--- src/assert_macros.svh ---
// Assertion macros used by the top-level RTL file.
`ifndef ASSERT_MACROS_SVH
`define ASSERT_MACROS_SVH

// Check a property on every rising edge outside reset.
`define ASSERT_CLK(label, clk, rst, prop) \
  label: assert property (@(posedge clk) disable iff (rst) prop) \
    else $error("assertion failed");

// Check a property on every rising edge, reset included.
`define ASSERT_ALWAYS(label, clk, prop) \
  label: assert property (@(posedge clk) prop) \
    else $error("assertion failed");

`endif

--- src/mmwg_pkg.sv ---
// Types, codes and sine table function of the waveform generator.
package mmwg_pkg;

  localparam int DEFAULT_CYCLE_LENGTH = 64;
  localparam int SAMPLE_W = 16;
  localparam int MODE_W = 3;
  localparam int CFG_INDEX_W = 2;
  localparam int FRAC_BITS = 30;

  localparam logic [MODE_W-1:0] MODE_SILENCE  = 3'd0;
  localparam logic [MODE_W-1:0] MODE_SINE     = 3'd1;
  localparam logic [MODE_W-1:0] MODE_COSINE   = 3'd2;
  localparam logic [MODE_W-1:0] MODE_SQUARE   = 3'd3;
  localparam logic [MODE_W-1:0] MODE_RAMP     = 3'd4;
  localparam logic [MODE_W-1:0] MODE_TRIANGLE = 3'd5;

  localparam logic [CFG_INDEX_W-1:0] CFG_WAVE_MODE = 2'd0;
  localparam logic [CFG_INDEX_W-1:0] CFG_AMPLITUDE = 2'd1;
  localparam logic [CFG_INDEX_W-1:0] CFG_DC_OFFSET = 2'd2;

  // Smallest fraction that marks a nonzero remainder of the scaled slope.
  localparam logic [FRAC_BITS-1:0] NZ_MIN = 30'h0002_0000;

  localparam logic [63:0] Q30_ONE = 64'd1 << 30;
  localparam logic [63:0] HALF_PI = (64'd314159 << 30) / 64'd200000;

  typedef struct packed {
    logic [MODE_W-1:0]          wave_mode;
    logic signed [SAMPLE_W-1:0] amplitude;
    logic signed [SAMPLE_W-1:0] dc_offset;
  } cfg_t;

  function automatic logic [63:0] mulq30(input logic [63:0] a, input logic [63:0] b);
    logic [63:0] p;
    p = a * b;
    return p >> 30;
  endfunction

  // Q1.15 sine of a turn fraction t / 2^32.
  function automatic logic signed [15:0] sine_q15(input logic [31:0] t);
    logic [1:0]  quad;
    logic [63:0] f;
    logic [63:0] x;
    logic [63:0] x2;
    logic [63:0] k;
    logic [63:0] s;
    logic [63:0] r;
    logic [15:0] r16;
    quad = t[31:30];
    f = {34'd0, t[29:0]};
    if (quad[0]) begin
      f = Q30_ONE - f;
    end
    x  = mulq30(f, HALF_PI);
    x2 = mulq30(x, x);
    k  = Q30_ONE - x2 / 64'd110;
    k  = Q30_ONE - mulq30(x2 / 64'd72, k);
    k  = Q30_ONE - mulq30(x2 / 64'd42, k);
    k  = Q30_ONE - mulq30(x2 / 64'd20, k);
    k  = Q30_ONE - mulq30(x2 / 64'd6, k);
    s  = mulq30(x, k);
    r  = (s + 64'd16384) >> 15;
    if (r > 64'd32767) begin
      r = 64'd32767;
    end
    r16 = r[15:0];
    return quad[1] ? -$signed(r16) : $signed(r16);
  endfunction

endpackage

--- src/mmwg_core.sv ---
// Sample datapath: wave tables, scaling, offset and saturation.
module mmwg_core #(
  parameter int CYCLE_LENGTH = mmwg_pkg::DEFAULT_CYCLE_LENGTH,
  parameter int PW = $clog2(CYCLE_LENGTH)
) (
  input  logic [PW-1:0]                       phase,
  input  mmwg_pkg::cfg_t                      cfg,
  output logic signed [mmwg_pkg::SAMPLE_W-1:0] sample
);
  import mmwg_pkg::*;

  localparam int HALF = CYCLE_LENGTH / 2;

  logic signed [15:0] sin_rom [CYCLE_LENGTH];
  logic signed [15:0] cos_rom [CYCLE_LENGTH];
  logic [30:0]        ramp_rom [CYCLE_LENGTH];
  logic [30:0]        tri_rom [CYCLE_LENGTH];

  for (genvar g = 0; g < CYCLE_LENGTH; g++) begin : g_rom
    localparam logic [63:0] TS = (64'(g) << 32) / 64'(CYCLE_LENGTH);
    localparam logic [31:0] TS32 = TS[31:0];
    localparam logic [31:0] TC32 = TS32 + 32'h4000_0000;
    localparam logic [63:0] RF =
      ((64'(g) << FRAC_BITS) + 64'(CYCLE_LENGTH - 1)) / 64'(CYCLE_LENGTH);
    localparam int J = (g <= HALF) ? g : g - HALF;
    localparam logic [63:0] TF = ((64'(J) << FRAC_BITS) + 64'(HALF - 1)) / 64'(HALF);
    assign sin_rom[g]  = sine_q15(TS32);
    assign cos_rom[g]  = sine_q15(TC32);
    assign ramp_rom[g] = RF[30:0];
    assign tri_rom[g]  = TF[30:0];
  end

  logic signed [15:0] a;
  logic signed [15:0] o;
  logic               p_le_half;
  logic signed [16:0] lo;
  logic signed [16:0] hi;
  logic [15:0]        a_mag;
  logic [16:0]        u;
  logic               m_neg;
  logic signed [16:0] base;
  logic [30:0]        frac;
  logic [47:0]        prod;
  logic [16:0]        qa;
  logic               nz;
  logic signed [17:0] qa_s;
  logic signed [17:0] qy;
  logic signed [18:0] lin_sum;
  logic signed [18:0] lin_v;
  logic signed [15:0] s;
  logic signed [31:0] prod_s;
  logic signed [31:0] adj;
  logic signed [16:0] q_s;
  logic signed [18:0] sine_v;
  logic signed [18:0] square_v;
  logic signed [18:0] v;

  assign a = cfg.amplitude;
  assign o = cfg.dc_offset;
  assign p_le_half = (phase <= PW'(HALF));
  assign lo = 17'(o) - 17'(a);
  assign hi = 17'(o) + 17'(a);
  assign a_mag = a[15] ? (~$unsigned(a) + 16'd1) : $unsigned(a);
  assign u = {a_mag, 1'b0};

  always_comb begin
    if (cfg.wave_mode == MODE_RAMP) begin
      frac  = ramp_rom[phase];
      base  = lo;
      m_neg = a[15];
    end else if (p_le_half) begin
      frac  = tri_rom[phase];
      base  = lo;
      m_neg = a[15];
    end else begin
      frac  = tri_rom[phase];
      base  = hi;
      m_neg = !a[15];
    end
  end

  assign prod = 48'(u) * 48'(frac);
  assign qa = prod[46:30];
  assign nz = (prod[29:0] >= NZ_MIN);
  assign qa_s = $signed({1'b0, qa});
  assign qy = m_neg ? (-qa_s - $signed({17'd0, nz})) : qa_s;
  assign lin_sum = 19'(base) + 19'(qy);
  assign lin_v = lin_sum + ((lin_sum[18] && nz) ? 19'sd1 : 19'sd0);

  assign s = (cfg.wave_mode == MODE_COSINE) ? cos_rom[phase] : sin_rom[phase];
  assign prod_s = 32'(a) * 32'(s);
  assign adj = prod_s + (prod_s[31] ? 32'sd32767 : 32'sd0);
  assign q_s = $signed(adj[31:15]);
  assign sine_v = 19'(o) + 19'(q_s);

  assign square_v = p_le_half ? (19'(o) + 19'(a)) : (19'(o) - 19'(a));

  always_comb begin
    unique case (cfg.wave_mode) inside
      MODE_SINE, MODE_COSINE: v = sine_v;
      MODE_SQUARE:            v = square_v;
      MODE_RAMP, MODE_TRIANGLE: v = lin_v;
      default:                v = 19'sd0;
    endcase
  end

  always_comb begin
    if (v > 19'sd32767) begin
      sample = 16'sh7FFF;
    end else if (v < -19'sd32768) begin
      sample = 16'sh8000;
    end else begin
      sample = v[15:0];
    end
  end

endmodule

--- src/multi_mode_waveform_generator.sv ---
// Top level of the multi-mode waveform generator.
// Each accepted input transaction yields one signed 16-bit sample in the result register; a new
// transaction is taken every cycle while the result register is free or being drained, so
// the sustained rate is one sample per cycle. The phase counter, the constant wave tables
// of CYCLE_LENGTH entries and two multipliers (sine/cosine, ramp/triangle) sit in a single
// pass between the phase register and the result register.
module multi_mode_waveform_generator #(
  parameter int CYCLE_LENGTH = mmwg_pkg::DEFAULT_CYCLE_LENGTH
) (
  input  logic                                  clk,
  input  logic                                  rst,
  input  logic                                  in_valid,
  output logic                                  in_stall,
  input  logic                                  restart,
  output logic                                  out_valid,
  input  logic                                  out_stall,
  output logic signed [mmwg_pkg::SAMPLE_W-1:0]  sample_value,
  output logic                                  cycle_end,
  input  logic                                  cfg_valid,
  output logic                                  cfg_ready,
  input  logic [mmwg_pkg::CFG_INDEX_W-1:0]      cfg_index,
  input  logic [mmwg_pkg::SAMPLE_W-1:0]         cfg_data
);
  import mmwg_pkg::*;
  `include "assert_macros.svh"

  localparam int PW = $clog2(CYCLE_LENGTH);
  localparam logic [PW-1:0] LAST = PW'(CYCLE_LENGTH - 1);

  cfg_t               cfg;
  logic [PW-1:0]      phase;
  logic [PW-1:0]      p_eff;
  logic               last;
  logic               advance;
  logic signed [15:0] sample_next;

  assign cfg_ready = 1'b1;
  assign in_stall = out_valid && out_stall;
  assign advance = in_valid && !in_stall;
  assign p_eff = restart ? '0 : phase;
  assign last = (p_eff == LAST);

  mmwg_core #(
    .CYCLE_LENGTH(CYCLE_LENGTH),
    .PW(PW)
  ) u_core (
    .phase(p_eff),
    .cfg(cfg),
    .sample(sample_next)
  );

  always_ff @(posedge clk) begin
    if (rst) begin
      cfg.wave_mode <= MODE_SILENCE;
      cfg.amplitude <= '0;
      cfg.dc_offset <= '0;
    end else if (cfg_valid && cfg_ready) begin
      unique case (cfg_index)
        CFG_WAVE_MODE: cfg.wave_mode <= cfg_data[MODE_W-1:0];
        CFG_AMPLITUDE: cfg.amplitude <= $signed(cfg_data);
        CFG_DC_OFFSET: cfg.dc_offset <= $signed(cfg_data);
        default: ;
      endcase
    end
  end

  always_ff @(posedge clk) begin
    if (rst) begin
      phase <= '0;
      out_valid <= 1'b0;
    end else begin
      if (advance) begin
        phase <= last ? '0 : p_eff + 1'b1;
        out_valid <= 1'b1;
      end else if (!out_stall) begin
        out_valid <= 1'b0;
      end
    end
  end

  always_ff @(posedge clk) begin
    if (advance) begin
      sample_value <= sample_next;
      cycle_end <= last;
    end
  end

  `ASSERT_CLK(a_phase_range, clk, rst, phase <= LAST)
  `ASSERT_CLK(a_cycle_end, clk, rst, advance |=> (cycle_end == $past(p_eff == LAST)))
  `ASSERT_CLK(a_wrap, clk, rst, (advance && last) |=> (phase == '0))
  `ASSERT_ALWAYS(a_reset_idle, clk, rst |=> !out_valid)

endmodule
--- config.mk ---
export PLATFORM = sky130hd
export DESIGN_NAME = multi_mode_waveform_generator
export DESIGN_NICKNAME = d
export VERILOG_FILES = /design/src/mmwg_pkg.sv /design/src/mmwg_core.sv /design/src/multi_mode_waveform_generator.sv
export VERILOG_INCLUDE_DIRS = /design/src /design/src/src
export SDC_FILE = /design/constraint.sdc
export NUM_CORES = 1
export LEC_CHECK = 0
export BUFFER_PORTS_ARGS = -buffer_cell sky130_fd_sc_hd__buf_4
export CORE_MARGIN = 1.5
export CORE_UTILIZATION = 40
export DETAILED_ROUTE_END_ITERATION = 10
export RECOVER_POWER = 100
export SLEW_MARGIN = 20
export SYNTH_ARGS = -nofsm -noshare
export SYNTH_HDL_FRONTEND = slang
export SYNTH_SLANG_ARGS = --single-unit
--- constraint.sdc ---
create_clock -name clk -period 21.3 [get_ports clk]
set_clock_uncertainty 0.1 [all_clocks]
set_input_delay 2.13 -clock clk [delete_from_list [all_inputs] [get_ports clk]]
set_output_delay 2.13 -clock clk [all_outputs]
set_load 0.02 [all_outputs]
==> summary.md <==
| Metric | Value |
|---|---|
| Status | `finished, violations left` |
| Failing checks | `max-capacitance violations, max-slew violations` |
| Clock Latency Late Sink | `0.36 ns` |
| Largest net degree at the start of global routing | `48` |
| Final net count | `3694` |
| DRT Pass-1 Iters | `6` |
| Top-count cell post-synth | `inv_1` |
| WHS | `0.418 ns` |
| Num CTS Buffers | `9` |
| Fin. max-slew vios | `43` |
| Critical Path RT | `21.27 ns` |
| Area of the multi-input gates | `approximately 21000 um2` |
| Critical R2R Launch | `phase[0]$_SDFFE_PP0P_` |
| Fill cells | `about 6200` |
| Mux cell area share after synthesis | `0.0135` |
| Setup CP Type | `in -> reg` |
| CTS resizes | `0` |
| Post-synth EDFFs | `17` |
| # rows | `90` |
| Cts hold-fix bufs | `0` |
| Remaining DRCs | `0` |
| Area delta synth->final | `5.55%` |
| Post-synthesis average cell area | `about 7.9 um2` |
| Pint | `0.376 mW` |
| Max cap viols | `1` |
| CTS tree | `done` |
| Placeable core area | `60200 um2` |
| Detailed Route Iter0 Violations | `between 1500 and 2000` |
| Synthesized cell area | `24300 um2` |
| I/O pin count | `44` |
| Worst Min Path Start | `cfg[0]$_SDFFE_PP0P_` |
| Buf+Inv Stages, Crit Path | `6` |
| Starting Density | `0.404` |
| Hold Path Sink | `cfg[0]$_SDFFE_PP0P_` |
| Adder-Cell Fraction of Synth Area | `0.416` |
| Synth Net Count | `3734` |
| Max Freq | `57.4 MHz` |
| Setup crit end kind | `register` |
| Net Sw Frac | `0.465` |
| Clk sinks | `59` |
| Synth Area in Compound Gates | `0.161` |
| Worst Path Arrival | `between 15 and 20 ns` |
| Reg2reg setup slack | `5.07 ns` |
| Synth area leaders | `fa_1 27%, ha_1 14%, inv_1 7.8%` |
| XOR/XNOR share of the synthesized area | `0.0586` |
| Unique masters post-synth | `96` |
| Tot GR Track Use | `0.238` |
| Worst reg2reg path endpoint | `sample_value[7]$_SDFFCE_PN1P_` |
| DIE AREA | `62400 um2` |
| Most used cell, CP | `fa_1` |
| Comb power frac | `0.575` |
| Input/output buffers | `42` |
| Slew @ Worst Pin | `2.18 ns` |
| Routed vias | `21412` |
| Pwr dens | `27.4 nW/um2` |
| Setup bufs post-CTS | `0` |
| Main synth FF type | `dfxtp_1` |
| Routed Antenna Nets | `0` |
| Top cells by count, synth | `504 x inv_1, 333 x fa_1, 328 x nand2_1` |
| Routed vias/inst | `5.56` |
| Seq/Total Area, Yosys | `0.0555` |
| Setup_tns | `0 ns` |
| Number of global-route vias before repair | `20707` |
| Final hold viol count | `0` |
| CP top delay family | `compound AO/OA/AOI/OAI gates` |
| H-tree Lvls | `3` |
| Max incr delay on CP | `0.89 ns` |
| Initial antenna violation count | `4` |
| Total power | `0.703 mW` |
| Hold Path Stages | `2` |
| Largest family of logic cells by synthesized area | `adder cells` |
| GP Congestion | `0.943` |
| Simple-gate share of the synthesized area | `0.193` |
| Yosys top cell by area | `fa_1` |
| Switching pwr | `0.327 mW` |
| WL per Instance | `slightly below 20 um` |
| Unrepaired setup endpoints after global routing | `no` |
| Die width | `roughly 250 um` |
| Register area | `1350 um2` |
| CTS clock-pin slew for the worst setup and hold paths | `0.06 ns` |
| Slew HR | `-0.457` |
| Root buf cell | `clkbuf_16` |
| First-pass GRT wire length | `about 120 mm` |
| Tmin final | `17.43 ns` |
| Final setup viols | `0` |
| Hold Crit Class | `reg -> reg` |
| Share of cells above drive strength 1 | `0.0437` |
| Total gr overflow | `0` |
| Slowest CP cell | `fa_1` |
| Startpoint Class | `primary input` |
| Total Routed Length | `74.1 mm` |
| Worst Path Max Fanout | `38` |
| Yosys reg bits | `slightly below 60` |
| Seq pwr share | `0.186` |
| Syn. warnings | `0` |
| Cells after Synth | `3100` |
| Dpl hpwl | `60.0 mm` |
| VDD IR-drop max | `approximately 0.000042 V` |
| Die Ht | `around 250 um` |
| Async set-reset flop share out of synthesis | `0` |
| Max clock buf depth | `2` |
| Crit share post-route | `0.818` |
| Post-synth top area share | `0.274` |
| Clock network power share | `0.239` |
| R2R depth | `50` |
| Leak | `12.5 nW` |
==> metrics by stage <==
| step | instance area [um2] | std cells | utilization | setup WS, ns |
|---|---|---|---|---|
| 3_3_place_gp | 25500 | 3831 | 0.423 | 3.90 |
| 5_1_grt | 25700 | 3847 | 0.426 | 2.69 |
| 4_1_cts | 25800 | 3847 | 0.428 | 3.82 |
| 3_5_place_dp | 25500 | 3831 | 0.423 | 3.48 |
| 2_1_floorplan | 24300 | 3100 | - | 5.74 |
| 6_report | 25700 | 3850 | 0.427 | 3.87 |
==> final cells by class <==
type                            instances  share of cell area
Multi-Input combinational cell       2390               0.799
Inverter                              511              0.0746
Sequential cell                        59              0.0526
Tap cell                              782              0.0381
Timing Repair Buffer                   89              0.0231
Clock buffer                           13              0.0110
Clock inverter                          3             0.00170
Antenna cell                            3            0.000292
==> power groups by stage <==
stage	registers [mW]	logic (mW)	clock network, mW
2_1_floorplan	0.137	0.286	0
3_3_place_gp	0.133	0.404	0
3_5_place_dp	0.133	0.403	0
4_1_cts	0.131	0.406	0.169
5_1_grt	0.131	0.442	0.173
6_report	0.130	0.404	0.168
==> logic make-up after synthesis <==
logic type | after synthesis
AO/OA/AOI/OAI | 597
XOR/XNOR | 163
adder cells (fa/ha/maj) | 610
buffers and inverters | 651
flip-flops | 59
multiplexers | 31
other | 1
AND/OR/NAND/NOR | 988
==> worst reg2reg max path: cells and delay by family (launching register included) <==
kind	cells	cell delay, ns
and+or+nand+nor	8	2.24
adders and majority gates	10	4.44
muxes	1	0.55
xor gates and xnor gates	2	0.49
buffers and inverters	6	0.98
DFF	1	0.63
AOI/OAI and AO/OA	23	6.58
==> registers in the layout, summed over array words and instances (netlist names) <==
name	flops
cfg	35
sample_value	16
cycle_end	1
out_valid	1
phase	6
==> layer usage <==
layer	GRT usage	vias up	wire, um
met4	0.0784	4	2470
li1	-	10116	-
met5	0	-	17
met3	0.0214	138	4440
met1	0.314	10426	31600
met2	0.407	728	35500
==> how the worst max path moves through the flow <==
stage             from                        endpoint  slack [ns]  cells after the start
3_3_place_gp   restart   sample_value[3]$_SDFFCE_PN1P_        3.90                     53
4_1_cts        restart   sample_value[2]$_SDFFCE_PN1P_        3.82                     53
6_report       restart   sample_value[7]$_SDFFCE_PN1P_        3.87                     53
5_1_grt        restart   sample_value[3]$_SDFFCE_PN1P_        2.69                     53
3_5_place_dp   restart   sample_value[2]$_SDFFCE_PN1P_        3.48                     53
2_1_floorplan  restart  sample_value[10]$_SDFFCE_PN1P_        5.74                     53
==> placed cells by master, fill, tap and decap left out, drive strengths merged, types with 24 or more instances in the layout <==
cell      n
nor2b    32
nand2b   42
nand2   328
xor2     46
nor2    259
nor4     24
a21oi   184
a31oi    31
buf      68
dfxtp    42
o21ai   122
xnor2   117
nand3    44
clkbuf   34
o21a     31
ha      277
a21o     29
inv     506
fa      333
mux2i    26
and2    102
nor3     48
No activity file was read; power rests on OpenSTA's default activity.
